## src/hdl/cpio_newc_stream_parser_macros.svh

```systemverilog
// Assertion macros for the newc cpio stream parser.
// Included by the top level; no other dependencies.
`ifndef CPIO_NEWC_STREAM_PARSER_MACROS_SVH
`define CPIO_NEWC_STREAM_PARSER_MACROS_SVH

`ifndef SYNTH
// Clocked property, masked while reset is asserted
`define CPIO_ASSERT(lbl, clk_i, rst_n_i, prop, msg) \
	lbl: assert property (@(posedge clk_i) disable iff (!rst_n_i) prop) else $error(msg);
// Clocked property, checked during reset as well
`define CPIO_ASSERT_ALWAYS(lbl, clk_i, prop, msg) \
	lbl: assert property (@(posedge clk_i) prop) else $error(msg);
`else
`define CPIO_ASSERT(lbl, clk_i, rst_n_i, prop, msg)
`define CPIO_ASSERT_ALWAYS(lbl, clk_i, prop, msg)
`endif

`endif

```

## src/hdl/cpio_pkg.sv

```systemverilog
// Shared types, constants and helper functions for the newc cpio stream parser.
// No dependencies.
package cpio_pkg;

	// newc header layout
	localparam int unsigned HDR_LEN     = 110;
	localparam int unsigned FSIZE_POS   = 54;
	localparam int unsigned NSIZE_POS   = 94;
	localparam int unsigned SIZE_DIGITS = 8;
	localparam int unsigned TRAILER_LEN = 11;

	// member index counter
	localparam int unsigned INDEX_BITS = 16;
	localparam int unsigned INDEX_W    = 16;
	localparam logic [INDEX_W-1:0] INDEX_MAX =
		(INDEX_BITS >= 16) ? 16'hFFFF : INDEX_W'((64'd1 << INDEX_BITS) - 64'd1);

	localparam int unsigned LEN_W = 32;

	// byte role / parse phase
	typedef enum logic [2:0] {
		PH_HDR  = 3'd0,
		PH_NAME = 3'd1,
		PH_NPAD = 3'd2,
		PH_DATA = 3'd3,
		PH_DPAD = 3'd4,
		PH_PAST = 3'd5
	} phase_t;

	// one tagged output beat
	typedef struct packed {
		logic [7:0]         byte_out;
		phase_t             byte_role;
		logic [INDEX_W-1:0] member_index;
		logic [LEN_W-1:0]   name_length;
		logic [LEN_W-1:0]   data_length;
		logic               record_end;
		logic               is_trailer;
	} result_t;

	// ASCII hex digit to value; anything else reads as zero
	function automatic logic [3:0] hex_value(input logic [7:0] c);
		logic [3:0] v;
		v = 4'd0;
		if (c >= 8'h30 && c <= 8'h39)
			v = 4'(c - 8'h30);
		else if (c >= 8'h41 && c <= 8'h46)
			v = 4'(c - 8'h41 + 8'd10);
		else if (c >= 8'h61 && c <= 8'h66)
			v = 4'(c - 8'h61 + 8'd10);
		return v;
	endfunction

	// "TRAILER!!!" followed by its terminator
	function automatic logic [7:0] trailer_char(input logic [3:0] i);
		logic [7:0] c;
		case (i)
			4'd0:    c = 8'h54;
			4'd1:    c = 8'h52;
			4'd2:    c = 8'h41;
			4'd3:    c = 8'h49;
			4'd4:    c = 8'h4C;
			4'd5:    c = 8'h45;
			4'd6:    c = 8'h52;
			4'd7:    c = 8'h21;
			4'd8:    c = 8'h21;
			4'd9:    c = 8'h21;
			default: c = 8'h00;
		endcase
		return c;
	endfunction

endpackage

```

## src/hdl/cpio_tagger.sv

```systemverilog
// Record walker: phase state, size decode, trailer match, member counter.
// Depends on cpio_pkg.
module cpio_tagger (
	input  logic              clk,
	input  logic              arst_n,
	input  logic              step,
	input  logic [7:0]        byte_in,
	output cpio_pkg::result_t res
);

	cpio_pkg::phase_t                  phase_q, phase_d;
	logic [cpio_pkg::LEN_W-1:0]        offset_q, offset_d;
	logic [cpio_pkg::LEN_W-1:0]        nsize_q, nsize_d;
	logic [cpio_pkg::LEN_W-1:0]        fsize_q, fsize_d;
	logic                              tmatch_q, tmatch_d;
	logic [cpio_pkg::INDEX_W-1:0]      count_q, count_d;

	logic                              is_hdr, is_name, is_past;
	logic [3:0]                        digit;
	logic [1:0]                        npad_len, dpad_len;
	logic [cpio_pkg::LEN_W-1:0]        len_cur;
	logic [cpio_pkg::LEN_W:0]          o_inc;
	logic                              done;
	logic [3:0]                        nonempty, cand;
	logic                              rec_end;
	logic                              known;

	assign is_hdr  = (phase_q == cpio_pkg::PH_HDR);
	assign is_name = (phase_q == cpio_pkg::PH_NAME);
	assign is_past = (phase_q == cpio_pkg::PH_PAST);
	assign digit   = cpio_pkg::hex_value(byte_in);

	// size fields shift in one hex digit per header byte
	always_comb begin
		fsize_d = fsize_q;
		nsize_d = nsize_q;
		if (is_hdr && offset_q >= cpio_pkg::LEN_W'(cpio_pkg::FSIZE_POS)
		    && offset_q < cpio_pkg::LEN_W'(cpio_pkg::FSIZE_POS + cpio_pkg::SIZE_DIGITS))
			fsize_d = {fsize_q[cpio_pkg::LEN_W-5:0], digit};
		if (is_hdr && offset_q >= cpio_pkg::LEN_W'(cpio_pkg::NSIZE_POS)
		    && offset_q < cpio_pkg::LEN_W'(cpio_pkg::NSIZE_POS + cpio_pkg::SIZE_DIGITS))
			nsize_d = {nsize_q[cpio_pkg::LEN_W-5:0], digit};
	end

	// trailer name compare
	always_comb begin
		tmatch_d = tmatch_q;
		if (is_hdr && offset_q == '0)
			tmatch_d = 1'b1;
		if (is_hdr && offset_q == cpio_pkg::LEN_W'(cpio_pkg::HDR_LEN - 1)
		    && nsize_d < cpio_pkg::LEN_W'(cpio_pkg::TRAILER_LEN))
			tmatch_d = 1'b0;
		if (is_name && offset_q < cpio_pkg::LEN_W'(cpio_pkg::TRAILER_LEN)
		    && byte_in != cpio_pkg::trailer_char(offset_q[3:0]))
			tmatch_d = 1'b0;
	end

	// padding: name pad counts from record start (header is 2 mod 4)
	assign npad_len = 2'(2'd0 - (2'(cpio_pkg::HDR_LEN) + nsize_d[1:0]));
	assign dpad_len = 2'(2'd0 - fsize_d[1:0]);

	always_comb begin
		case (phase_q)
			cpio_pkg::PH_HDR:  len_cur = cpio_pkg::LEN_W'(cpio_pkg::HDR_LEN);
			cpio_pkg::PH_NAME: len_cur = nsize_d;
			cpio_pkg::PH_NPAD: len_cur = {{(cpio_pkg::LEN_W-2){1'b0}}, npad_len};
			cpio_pkg::PH_DATA: len_cur = fsize_d;
			cpio_pkg::PH_DPAD: len_cur = {{(cpio_pkg::LEN_W-2){1'b0}}, dpad_len};
			default:           len_cur = '0;
		endcase
	end

	assign o_inc = {1'b0, offset_q} + 1'b1;
	assign done  = !is_past && (o_inc == {1'b0, len_cur});

	// parts still ahead of the current phase that are not empty
	assign nonempty = {dpad_len != 2'd0, fsize_d != '0, npad_len != 2'd0, nsize_d != '0};
	always_comb begin
		for (int k = 0; k < 4; k++)
			cand[k] = nonempty[k] && (3'(k + 1) > phase_q);
	end

	// next state
	always_comb begin
		phase_d  = phase_q;
		offset_d = offset_q;
		count_d  = count_q;
		rec_end  = 1'b0;
		if (!is_past) begin
			offset_d = o_inc[cpio_pkg::LEN_W-1:0];
			if (done) begin
				offset_d = '0;
				if (cand[0])
					phase_d = cpio_pkg::PH_NAME;
				else if (cand[1])
					phase_d = cpio_pkg::PH_NPAD;
				else if (cand[2])
					phase_d = cpio_pkg::PH_DATA;
				else if (cand[3])
					phase_d = cpio_pkg::PH_DPAD;
				else begin
					rec_end = 1'b1;
					if (tmatch_d)
						phase_d = cpio_pkg::PH_PAST;
					else begin
						phase_d = cpio_pkg::PH_HDR;
						if (count_q < cpio_pkg::INDEX_MAX)
							count_d = count_q + 1'b1;
					end
				end
			end
		end
	end

	// outputs for this byte
	assign known = is_past || (phase_q >= cpio_pkg::PH_NPAD)
	               || (is_name && o_inc == {1'b0, nsize_q});
	always_comb begin
		res.byte_out     = byte_in;
		res.byte_role    = phase_q;
		res.member_index = count_q;
		res.name_length  = is_hdr ? '0 : nsize_d;
		res.data_length  = is_hdr ? '0 : fsize_d;
		res.record_end   = rec_end;
		res.is_trailer   = known && tmatch_d;
	end

	always_ff @(posedge clk or negedge arst_n) begin
		if (!arst_n) begin
			phase_q  <= cpio_pkg::PH_HDR;
			offset_q <= '0;
			nsize_q  <= '0;
			fsize_q  <= '0;
			tmatch_q <= 1'b1;
			count_q  <= '0;
		end else if (step) begin
			phase_q  <= phase_d;
			offset_q <= offset_d;
			nsize_q  <= nsize_d;
			fsize_q  <= fsize_d;
			tmatch_q <= tmatch_d;
			count_q  <= count_d;
		end
	end

endmodule

```

## src/hdl/cpio_out_reg.sv

```systemverilog
// Output register for tagged beats, held while the receiver stalls.
// Depends on cpio_pkg.
module cpio_out_reg (
	input  logic              clk,
	input  logic              arst_n,
	input  logic              load,
	input  cpio_pkg::result_t res_in,
	input  logic              take,
	output logic              valid,
	output cpio_pkg::result_t res_out
);

	logic              valid_q;
	cpio_pkg::result_t res_q;

	// valid: set on load, cleared when taken without a refill
	always_ff @(posedge clk or negedge arst_n) begin
		if (!arst_n)
			valid_q <= 1'b0;
		else if (load)
			valid_q <= 1'b1;
		else if (take)
			valid_q <= 1'b0;
	end

	// payload
	always_ff @(posedge clk) begin
		if (load)
			res_q <= res_in;
	end

	assign valid   = valid_q;
	assign res_out = res_q;

endmodule

```

## src/hdl/cpio_newc_stream_parser.sv

```systemverilog
// Top level of the newc cpio stream parser: input register, tagger, output register.
// Depends on cpio_pkg, cpio_tagger, cpio_out_reg and the assertion macro header.
//
// Usage:
//   s_* takes one archive byte per beat (s_tdata[7:0]). m_* returns one tagged
//   beat per input beat, in order: the byte, its index, decoded lengths, role and
//   trailer flag. m_tlast marks the final byte of each member record.
//   An accepted byte is tagged and moves into the output register, which drives
//   m_*, when free or drained. Throughput: one byte per cycle while m_tready is high;
//   the record walker updates its phase counter and size decode once per byte.
//   When the receiver stalls, the output register holds its beat and the input
//   register takes one more byte; further bytes wait with s_tready low.
//   s_tready follows m_tready combinationally when both registers are full.
//   Reset empties both registers and puts the walker at the start of a header,
//   member index zero. After the trailer record, every byte is tagged as past
//   the end and the trailer's index and lengths are held.
`include "cpio_newc_stream_parser_macros.svh"

module cpio_newc_stream_parser (
	input  logic        clk,
	input  logic        arst_n,
	input  logic        s_tvalid,
	output logic        s_tready,
	input  logic [7:0]  s_tdata,   // [7:0] archive_byte
	output logic        m_tvalid,
	input  logic        m_tready,
	output logic [87:0] m_tdata,   // [7:0] byte_out, [23:8] member_index,
	                               // [55:24] name_length, [87:56] data_length
	output logic        m_tlast,   // record_end
	output logic [3:0]  m_tuser    // [2:0] byte_role, [3] is_trailer
);

	logic              valid_s1;
	logic [7:0]        byte_s1;
	logic              step;
	logic              out_valid;
	cpio_pkg::result_t res_c, res_o;

	// a byte moves to the output register when that register is free or drains
	assign step     = valid_s1 && (!out_valid || m_tready);
	assign s_tready = !valid_s1 || step;

	// input register
	always_ff @(posedge clk or negedge arst_n) begin
		if (!arst_n)
			valid_s1 <= 1'b0;
		else if (s_tready)
			valid_s1 <= s_tvalid;
	end

	always_ff @(posedge clk) begin
		if (s_tready && s_tvalid)
			byte_s1 <= s_tdata;
	end

	cpio_tagger u_tagger (
		.clk     (clk),
		.arst_n  (arst_n),
		.step    (step),
		.byte_in (byte_s1),
		.res     (res_c)
	);

	cpio_out_reg u_out_reg (
		.clk     (clk),
		.arst_n  (arst_n),
		.load    (step),
		.res_in  (res_c),
		.take    (m_tready),
		.valid   (out_valid),
		.res_out (res_o)
	);

	// beat packing
	assign m_tvalid = out_valid;
	assign m_tdata  = {res_o.data_length, res_o.name_length, res_o.member_index, res_o.byte_out};
	assign m_tlast  = res_o.record_end;
	assign m_tuser  = {res_o.is_trailer, res_o.byte_role};

	// checks
	`CPIO_ASSERT(a_past_implies_trailer, clk, arst_n, m_tvalid && (m_tuser[2:0] == cpio_pkg::PH_PAST) |-> m_tuser[3], "past-end beat without trailer flag")
	`CPIO_ASSERT(a_no_end_after_trailer, clk, arst_n, m_tvalid && m_tlast |-> (m_tuser[2:0] != cpio_pkg::PH_PAST), "record end tagged on past-end beat")
	`CPIO_ASSERT(a_hdr_lengths_zero, clk, arst_n, m_tvalid && (m_tuser[2:0] == cpio_pkg::PH_HDR) |-> (m_tdata[87:24] == '0), "header beat carries nonzero lengths")
	`CPIO_ASSERT(a_s1_holds, clk, arst_n, valid_s1 && !step |=> valid_s1 && $stable(byte_s1), "buffered byte lost while output stalled")

endmodule

```

## config.mk

```make
export PLATFORM = sky130hd
export DESIGN_NAME = cpio_newc_stream_parser
export DESIGN_NICKNAME = d
export VERILOG_FILES = /design/src/hdl/cpio_pkg.sv /design/src/hdl/cpio_tagger.sv /design/src/hdl/cpio_out_reg.sv /design/src/hdl/cpio_newc_stream_parser.sv
export VERILOG_INCLUDE_DIRS = /design/src /design/src/hdl
export SDC_FILE = /design/constraint.sdc
export NUM_CORES = 1
export LEC_CHECK = 0
export ABC_CLOCK_PERIOD_IN_PS = 13200
export BUFFER_PORTS_ARGS = -buffer_cell sky130_fd_sc_hd__buf_2
export CORE_MARGIN = 3
export CORE_UTILIZATION = 55
export CTS_CLUSTER_DIAMETER = 120
export DETAILED_ROUTE_END_ITERATION = 8
export GPL_TIMING_DRIVEN = 0
export PLACE_DENSITY = 0.74
export SLEW_MARGIN = 25
export SYNTH_ARGS = -nofsm -noshare
export SYNTH_HDL_FRONTEND = slang
export SYNTH_SLANG_ARGS = --single-unit
```

## constraint.sdc

```tcl
create_clock -name clk -period 13.2 [get_ports clk]
set_input_delay 3.3 -clock clk [delete_from_list [all_inputs] [get_ports clk]]
set_output_delay 3.3 -clock clk [all_outputs]
set_load 0.02 [all_outputs]
```

==> results list, run 1 <==
- Average cell area after synthesis: 10.3 sq um
- Counting flops and latches in the post-synthesis netlist gives 219.
- Share of the yosys chip area belonging to registers: 48.3%
- The number of placed instances, taps included, is 1587.
- Fill cells in the final layout number 1790.
- The die is 156 microns tall.
* Post-synthesis share of cell area spent on xor and xnor gates: 7.93%
- Combinational cell fraction of total power: 5.2%
- TritonRoute pass-1 iters: 6
- Instance count along the most critical hold path: 0
- Count of antenna-violating nets left after detailed routing: 0
- LEAKAGE: 6.00 nW
- For this run, the number of standard cells in the final layout without fillers is 1627.
* Placed inst area: 13300 sq um
- Number of buffers on the longest clock path: 3
- Aggregate global-route resource usage: 30.1%
- For this block, the routed nets add up to 36.6 mm of wire.
- After clock tree synthesis, the flow added hold-fix buffers numbering 0.
- GRT Residual Overflow: 0
* Final Wtd Congestion: 0.986
- Counting every instance in the synthesized netlist gives 1199.
- The final hold violation count was 0.
- The total area inside the core boundary comes to 22000 sq um.
- The worst pin sits at a relative slew slack of 29.0%.
* Simple-gate area share of the yosys netlist: 23.2%
- Run status: complete, no violations
- TritonCTS clock tree: built
* Pins Over Slew Limit: 0
- Total number of clock tree sinks: 219
- Top library cells by usage in the layout, fill and taps aside: nand2_1 (146), buf_2 (123), dfrtp_1 (117)
- TritonCTS created 23 clock buffers.
- Clock skew on the completed layout was measured at 0.0142 ns.
- Starting utilization of the core area: 56.4%
* Warnings from Yosys: 0
* Endpoint arrival time on the critical path: 3.78 ns
- STA classifies the critical path startpoint as an input pin.
* Largest family of logic cells by synthesized area: simple AND/OR/NAND/NOR gates
- CP Class: input pin to primary output
- Among all flip-flop cells after synthesis, the most frequent one is dfrtp_1.
- Of the total power, the share spent switching nets is 23.1%.
- The synthesized design contains 101 enable-type register cells.
- Seq pwr share: 52.5%
* Clock network latency to the later pin of the worst-skew pair: 0.52 ns
* Net Switching: 0.000327 W
- IR analysis of the VDD net gives a maximum drop of 0.000112 V.
* Maximum operating frequency: 141 MHz
* Syn_nets: 1227
* Synth Area in Compound Gates: 10.5%
- The worst register-to-register path has a depth of 16.
* Die outline width: 156 microns
- The worst path needs 7.08 ns of the cycle, external delays included.
- At the pin with the least slew margin, the transition time is 1.05 ns.
- First-pass GRT wire length: 57.0 mm
* Reg clk slew, reported paths: 0.05 ns
- Post-synthesis share of cell area spent on full adders, half adders and majority gates: 1.62%
- Via count normalized by instance count: 6.31
- In this run, the number of DRC markers left after iteration 0 of detailed routing was 791.
- Max capacitance violation total: 0
* Area added between synthesis and finish: 13.3%
- 0 antenna diodes ended up in the layout.
- At the worst endpoint, the required time is 9.90 ns.
* Biggest fanout along the worst timing path: 3
- Post-DR wirelength/cell: 22.5 microns
* Quantity of gates resized following cts: 0
* Vias in the first global route: 9842
* Number of ports placed on the die boundary: 107
- Share of synthesized area spent on multiplexers: 5.10%
- For this run, the post-layout net count is 1360.
* Nature of the critical path endpoint: primary output
- Setup violations remaining at the end of the flow were counted as 0.
- Drt drc: 0
* Via count: 10300
- Pin count of the biggest net entering global routing: 74
- PD cells: 101 nW/um^2
- Hold Path Class: register to register
* Count of input and output buffers: 106
- Number of antenna violations at the first check in global routing: 0
- Post-route setup TNS: 0 ns
- Clk network pwr share: 42.3%
* Area of the die: 24400 sq um
- Final standard cell area without fillers: 14000 sq um
* Library cell used as clock root buffer: clkbuf_16
- The initialized floorplan defines 54 standard-cell rows.
- Of the cells placed in the final design, the portion with a size suffix greater than 1 is 16.8%.
- Setup fix buffers added after clock tree synthesis: 0
- Counting flops with an async set or reset pin after synthesis yields a share of 53.9%.
- Post-DP HPWL: 27.1 mm
- The synthesized netlist occupies a cell area of 12400 sq um.
- The internal power of the cells totals 0.00109 W.
- The library cell used most frequently in the layout, excluding fill and tap cells, is nand2_1.
* Number of distinct library cell variants in the gate-level netlist after synthesis: 83
- After layout, the worst path uses 53.6% of the clock period.
- Count of H-tree levels built during CTS: 1
- RSZ-0062 raised after global routing: false
## layout make-up
| cell class | count | area [sq um] | share of cell area [%] |
|---|---|---|---|
| clock buffer | 29 | 618 | 4.40 |
| buffer | 72 | 310 | 2.21 |
| tap | 280 | 350 | 2.50 |
| inverter | 26 | 103 | 0.731 |
| timing repair buffer | 108 | 596 | 4.24 |
| clock inverter | 11 | 65.1 | 0.463 |
| multi-input combinational | 882 | 6010 | 42.8 |
| sequential | 219 | 5990 | 42.6 |
## Yosys cell counts, drive strengths merged (5+ instances only)
library cell    n  area (sq um)
nand2         146           548
inv            25          93.8
o2111ai         5          43.8
o21a            5          37.5
nor4           42           293
nor4b           7          76.3
or3            10          62.6
nand4          32           206
nand2b         13          81.3
dfrtp         117          2930
o21ai          52           260
ha             16           200
xnor3           9           203
and4            9          81.3
a22oi          12          90.1
and2           13          81.3
o31ai          24           180
edfxtp        101          3030
nand3          35           205
clkbuf         48           186
a21oi          26           130
nor2b          70           438
or4            13          97.6
mux2           33           372
a22o            6          52.6
buf            24           124
xnor2          54           473
nor3           31           160
xor2           35           307
mux2i          26           260
and3           15          93.8
nor2           58           218
## worst max-delay path: stages
cell	delay (ns)
buf_2	0.10
nand3b_1	0.19
buf_2	0.19
## cell families after synthesis
logic type | Yosys count
muxes | 59
adders and majority gates | 16
buffers and inverters | 98
DFF | 219
AOI/OAI and AO/OA | 188
xor gates and xnor gates | 98
and+or+nand+nor | 521
## final timing paths
check | start | end | slack [ns]
worst min register to register | byte_s1[3] | u_out_reg.res_out[88] | 0.45
worst max-delay path | m_tready | s_tready | 6.12
worst max register to register | u_tagger.offset_q[25] | u_tagger.offset_q[13] | 6.88
worst min-delay path | byte_s1[3] | u_out_reg.res_out[88] | 0.45
min in group asynchronous | arst_n | u_tagger.offset_q[0] | 2.69
max in group asynchronous | arst_n | u_tagger.tmatch_q | 9.80
## state kept, by name, summed over array words and instances (netlist names)
register           flops
u_tagger.phase_q       3
u_tagger.fsize_q      32
u_tagger.count_q      16
byte_s1                8
u_tagger.nsize_q      32
u_tagger.tmatch_q      1
u_out_reg.valid        1
u_tagger.offset_q     32
u_out_reg.res_out     93
valid_s1               1
## power by group through the flow
stage | Sequential [W] | Clock (W) | Combinational, W
6_report | 0.000743 | 0.000599 | 0.0000732
2_1_floorplan | 0.000780 | 0 | 0.0000173
3_3_place_gp | 0.000759 | 0 | 0.0000697
3_5_place_dp | 0.000756 | 0 | 0.0000745
5_1_grt | 0.000745 | 0.000634 | 0.0000798
4_1_cts | 0.000743 | 0.000608 | 0.0000746
## per-stage QoR
stage | worst slack (ns) | total power [W] | utilization (%) | hold WS (ns)
after global placement | 4.49 | 0.000828 | 60.4 | 0.431
final | 6.12 | 0.00141 | 63.9 | 0.449
after CTS | 6.13 | 0.00143 | 63.9 | 0.450
after global routing | 6.10 | 0.00146 | 63.9 | 0.475
after detailed placement | 6.13 | 0.000830 | 60.8 | 0.443
after floorplan | 6.28 | 0.000797 | - | 0.420
## layer usage
metal | global-route usage [%] | vias up | share of wire [%]
met3 | 5.69 | 102 | 7.7
met1 | 40.5 | 5042 | 41
li1 | - | 4658 | -
met2 | 49.1 | 465 | 47
met4 | 10.6 | 0 | 4.1
met5 | 0 | - | 0
Power figures use the tool's default switching activity.
==> inputs of run 2 (changes only) <==
- ABC_CLOCK_PERIOD_IN_PS: 13200 -> 5900
- PLACE_DENSITY: 0.74 -> 0.77
- clock period: 13.2 -> 5.9 ns (I/O delays scaled with it)
==> results list, run 2 (same netlist as run 1, synthesis figures left out) <==
- The flow ran to the end, and the final reports show no timing, DRC or antenna violations.
- The worst setup path is launched from a register.
- The top cell types in the final layout, fill and taps aside, are nand2_1 (146), buf_2 (123), dfrtp_1 (117).
* Critical Path RT: 6.21 ns
- Combinational cell fraction of total power: 4.9%
- Count of input and output buffers: 106
- Post-DP HPWL: 27.1 mm
- Global routing finished with a remaining overflow of 0.
- After global routing, the most crowded layer is met2.
* Maximum operating frequency: 176 MHz
* Routing usage on met3: 4.24%
- Aggregate global-route resource usage: 29.4%
- Number of buffers added by the clock tree synthesis step: 24
- In the global route stage, met2 resource usage came out at 47.6%.
* RSZ-0062 raised after global routing: false
- Share of the clock period used by the worst path: 96.5%
* Reg-to-reg critical path startpoint: u_tagger.offset_q[25]
- Layout net count: 1365
- Hold WS: 0.446 ns
* CP Launch Point: u_tagger.offset_q[25]
* Number of instances in the placed design: 1587
- Number of buffers on the longest clock path: 3
- Iteration-0 DRC count of the detailed router: 993
* Routed wire length: 36.8 mm
* Reg clk slew, reported paths: 0.06 ns
- Starting utilization of the core area: 56.4%
* Endpoint arrival time on the critical path: 6.00 ns
- Final Non-Filler Cells: 1635
* First-pass GRT wire length: 55.8 mm
- Post-route setup TNS: 0 ns
- The post-route netlist has 18.1% of its cells at a drive strength greater than 1.
- The internal portion of the total power is 0.00258 W.
* Pins Over Slew Limit: 0
- Number of inserted filler cells in the final layout: 1730
- Library cell used as clock root buffer: clkbuf_16
- Worst supply voltage drop on vdd: 0.000259 V
- Measured against its own limit, the worst slew margin works out to 38.8%.
- The floorplan step defined a die boundary enclosing 24400 sq um.
- Slew @ Worst Pin: 0.895 ns
* Switch share: 22.6%
- CP Class: register to register
- Count of H-tree levels built during CTS: 1
* PD cells: 234 nW/um^2
* Vias in the first global route: 9659
- Final standard cell area without fillers: 14300 sq um
* Area added between synthesis and finish: 15.1%
- Total number of clock tree sinks: 219
- Along the worst path, the maximum fanout reaches 10.
* Max capacitance violation total: 0
- Summing over every cut layer, the via total after detailed routing is 10300.
* Minimum setup slack among reg-to-reg paths: 0.21 ns
- The floorplan has 54 rows.
- The register with the most flip-flops in the layout has 93 of them.
* Post-DR wirelength/cell: 22.5 microns
- Placed inst area: 13300 sq um
* Net Switching: 0.000753 W
- Final Wtd Congestion: 1.02
* Seq pwr share: 49.8%
- At the end of the flow the core is filled with cells to 64.9%.
* Shortest period the worst path allows: 5.69 ns
- The number of cells on the worst reg-to-reg path is 17.
* Met1 usage: 40.5%
- The number of antenna violations at the first check in global routing was 0.
* LEAKAGE: 6.09 nW
- Cts hold-fix bufs: 0
- Count of antenna-violating nets left after detailed routing: 0
* Capture point of the worst path: u_out_reg.res_out[1]
- TritonCTS clock tree: built
- Using the TritonRoute via totals, the vias-per-cell ratio works out to 6.31.
- In this run the count of I/O pins placed on the die edge is 107.
- For this run, the detailed router's first-pass iteration total came to 6.
- In this run the standard cell core region covers 22000 sq um.
- The tightest min-delay check is of the register to register type.
* Clk network pwr share: 45.3%
- Leaving out fill and tap cells, the most frequent cell in the layout is nand2_1.
- In this run the horizontal extent of the chip is 156 microns.
- The worst register-to-register path ends at u_out_reg.res_out[1].
- Drt drc: 0
- Final setup fails: 0
* Final count of hold timing violations: 0
- Clock skew on the completed layout was measured at 0.0214 ns.
* Nature of the critical path endpoint: register
- Chip height: 156 microns
- The repair_antennas step left the layout with diodes totalling 0.
* Clock network latency to the later pin of the worst-skew pair: 0.52 ns
* Pin count of the biggest net entering global routing: 83
## run 2: power by group through the flow
stage                     sequential, W  clock [W]  combinational (W)
after floorplan                 0.00175          0          0.0000387
after global placement          0.00170          0           0.000155
after detailed placement        0.00169          0           0.000167
after CTS                       0.00166    0.00153           0.000168
after global routing            0.00167    0.00159           0.000177
final                           0.00166    0.00151           0.000164
## run 2: cell type report
type | count | area (sq um) | area share [%]
multi-input combinational | 882 | 6070 | 42.6
tap | 280 | 350 | 2.46
clock inverter | 13 | 101 | 0.711
buffer | 72 | 310 | 2.18
clock buffer | 31 | 709 | 4.98
sequential | 219 | 5990 | 42.0
inverter | 26 | 103 | 0.720
timing repair buffer | 112 | 626 | 4.39
## run 2: how the worst min path moves through the flow
stage / from / cells after the start / endpoint / slack, ns
6_report: byte_s1[3] / 0 / u_out_reg.res_out[88] / 0.45
4_1_cts: byte_s1[3] / 0 / u_out_reg.res_out[88] / 0.45
2_1_floorplan: u_tagger.phase_q[1] / 0 / u_out_reg.res_out[83] / 0.42
3_5_place_dp: byte_s1[3] / 0 / u_out_reg.res_out[88] / 0.44
3_3_place_gp: byte_s1[3] / 0 / u_out_reg.res_out[88] / 0.44
5_1_grt: byte_s1[3] / 0 / u_out_reg.res_out[88] / 0.48
## run 2: routing by layer
layer | wire, microns | part of all wire [%] | vias to the layer above
met5 | 0 | 0 | -
li1 | - | - | 4677
met3 | 3270 | 8.9 | 95
met2 | 17200 | 47 | 588
met4 | 1550 | 4.2 | 0
met1 | 14900 | 40 | 4952
## run 2: worst max-delay path, stage by stage (launching register included)
cell,delay (ns)
dfrtp_1,0.36
clkbuf_1,0.20
nor4_2,0.73
nand3_2,0.34
nor4_4,0.34
buf_4,0.19
mux2i_1,0.38
ha_1,0.32
o21ai_0,0.15
o211a_1,0.19
o31a_1,0.15
o21ai_0,0.11
nor4b_2,0.41
nand4_1,0.30
or3_1,0.41
clkbuf_1,0.25
buf_2,0.28
nor4_2,0.37
## run 2: stage by stage
step	total power [W]	setup WS, ns
2_1_floorplan	0.00178	0.804
3_3_place_gp	0.00185	-0.850
3_5_place_dp	0.00186	-0.636
4_1_cts	0.00336	0.0155
5_1_grt	0.00343	0.0112
6_report	0.00334	0.209
## run 2: repair_timing
action / in CTS / in global routing
setup buffers: 0 / 4
gates resized for setup: 5 / 5
setup endpoints to repair: 45 / 28
pin swaps: 0 / 1
hold endpoints to repair: 0 / 0
==> inputs of run 3 (changes only) <==
- CORE_UTILIZATION: 55 -> 30
- PLACE_DENSITY: 0.77 -> unset
==> results list, run 3 (same netlist as run 1, synthesis figures left out) <==
- Timing would allow up to 176 MHz.
- Largest clock skew in the final design: 0.0198 ns
- The register with the most flip-flops in the layout has 93 of them.
* Count of antenna-violating nets left after detailed routing: 0
- Number of buffers added by the clock tree synthesis step: 25
- Via count normalized by instance count: 5.40
- The count of pins over their slew limit is 0.
* Nature of the critical path endpoint: register
- Count of H-tree levels built during CTS: 1
- Top library cells by usage in the layout, fill and taps aside: nand2_1 (146), buf_2 (123), dfrtp_1 (117)
- Cells with a size suffix above 1 make up 18.0% of the layout.
- Standard-cell rows: 73
* Starting utilization of the core area: 30.7%
- Endpoint arrival time on the critical path: 6.02 ns
- In this run, the number of DRC markers left after iteration 0 of detailed routing was 972.
* Area of the die: 43800 sq um
* Final setup fails: 0
- Via count: 10200
* First-pass GRT wire length: 59.3 mm
- Number of antenna violations at the first check in global routing: 0
* Run status: complete, no violations
- GRT Residual Overflow: 0
- In this run the worst path has a maximum fanout of 10.
* Number of instances in the placed design: 1832
- TritonRoute pass-1 iters: 5
- For this design, the sink count on the clock tree is 219.
- Across the run, the number of max-cap violations was 0.
- Path depth of the worst reg2reg path: 18
* Reg clk slew, reported paths: 0.06 ns
- At the later pin of the worst-skew pair, clock insertion delay measures 0.55 ns.
- Aggregate global-route resource usage: 17.2%
- The floorplan step set the die width to 209 microns.
- Cts hold-fix bufs: 0
- 0 antenna diodes ended up in the layout.
- Library cell used as clock root buffer: clkbuf_16
* Vias in the first global route: 9932
- For this design the ratio of total power to cell area is 231 nW/um^2.
- Area added between synthesis and finish: 17.5%
- The final hold violation count is 0.
- Worst slew margin relative to its limit: 31.9%
- Entering global routing, the biggest net connects 89 pins.
- The core region is 40300 sq um.
* Share of the clock period used by the worst path: 96.6%
- Chip height: 209 microns
* Drt drc: 0
* Commonest non-fill, non-tap cell in the layout: nand2_1
- Final Wtd Congestion: 0.955
- Routed wire length: 38.7 mm
- The worst-case IR drop observed on VDD is 0.000187 V.
- Excluding fillers, the count of instances in the completed layout stands at 1882.
- Counting instances, the worst hold path has a depth of 0.
- Hold Path Class: register to register
* CP Class: register to register
- Number of ports placed on the die boundary: 107
- Count of input and output buffers: 106
* Startpoint kind of the worst setup timing path: register
- For this design the static power due to leakage is 6.09 nW.
- TritonCTS built the clock tree.
- The clock passes through at most 3 buffers.
- Dividing the detail-routed wire length by the instance count gives 20.6 microns.
* Layout net count: 1366
- Shortest period the worst path allows: 5.70 ns
- For the worst setup path, the data required time is 6.22 ns.
- Slew @ Worst Pin: 1.01 ns
- Cells fill 36.1% of the core in the end.
- Post-DP HPWL: 28.9 mm
## run 3: cell count changes in the layout (fill, tap and decap cells not counted), sizes merged
cell and change:
clkbuf +2, inv +1, clkinvlp +2, clkinv -3
## run 3: per-layer routing
layer | share of wire [%] | track usage [%] | up-vias | wire (microns)
li1 | - | - | 4681 | -
met4 | 4.5 | 6.77 | 0 | 1750
met2 | 44 | 26.4 | 440 | 17000
met3 | 8.2 | 3.68 | 102 | 3190
met5 | 0 | 0 | - | 0
met1 | 43 | 23.9 | 4947 | 16800
## run 3: worst paths after layout
check	start	end	slack (ns)
hold reg to reg	byte_s1[3]	u_out_reg.res_out[88]	0.46
setup / recovery	u_tagger.phase_q[1]	u_out_reg.res_out[1]	0.20
min in group asynchronous	arst_n	u_tagger.nsize_q[21]	0.78
setup reg to reg	u_tagger.phase_q[1]	u_out_reg.res_out[1]	0.20
max in group asynchronous	arst_n	u_tagger.tmatch_q	4.35
hold / removal	byte_s1[3]	u_out_reg.res_out[88]	0.46
## run 3: metrics by stage
step | setup TNS, ns | hold WS [ns] | power, W | area (sq um) | worst slack [ns]
5_1_grt | -0.0212 | 0.482 | 0.00349 | 14600 | -0.0212
6_report | 0 | 0.460 | 0.00336 | 14600 | 0.203
2_1_floorplan | 0 | 0.420 | 0.00178 | 12400 | 0.804
3_5_place_dp | -8.91 | 0.451 | 0.00186 | 13700 | -0.443
3_3_place_gp | -52.97 | 0.432 | 0.00186 | 13600 | -1.26
4_1_cts | 0 | 0.466 | 0.00341 | 14500 | 0.0679
## run 3: layout make-up
| class | instances | area (sq um) |
|---|---|---|
| fill | 4014 | 25700 |
| multi-input combinational | 882 | 6050 |
| sequential | 219 | 5990 |
| clock buffer | 33 | 697 |
| tap | 525 | 657 |
| timing repair buffer | 113 | 633 |
| buffer | 71 | 307 |
| clock inverter | 13 | 126 |
| inverter | 26 | 103 |
## run 3: report_power, final
part,internal (W),switching [W]
registers,0.00165,0.0000160
logic,0.0000436,0.000121
clock network,0.000888,0.000647
## run 3: critical path: stages, from the launching register on
cell and delay [ns]:
dfrtp_1 0.42, buf_2 0.19, buf_2 0.22, buf_2 0.23, nor3_2 0.33, nand3_1 0.30, nor4_4 0.52, mux2i_2 0.37
ha_1 0.31, o21ai_0 0.16, o211a_1 0.21, o31a_1 0.16, o21ai_0 0.12, nor4b_1 0.37, nand4_1 0.25, or3_1 0.38
clkbuf_1 0.22, buf_2 0.28, nor4_1 0.41
## run 3: repair_timing
item / in CTS / in global routing
endpoints found under the setup margin: 43 / 26
resized for setup: 3 / 4
pin swaps: 0 / 2
setup buffers: 0 / 5
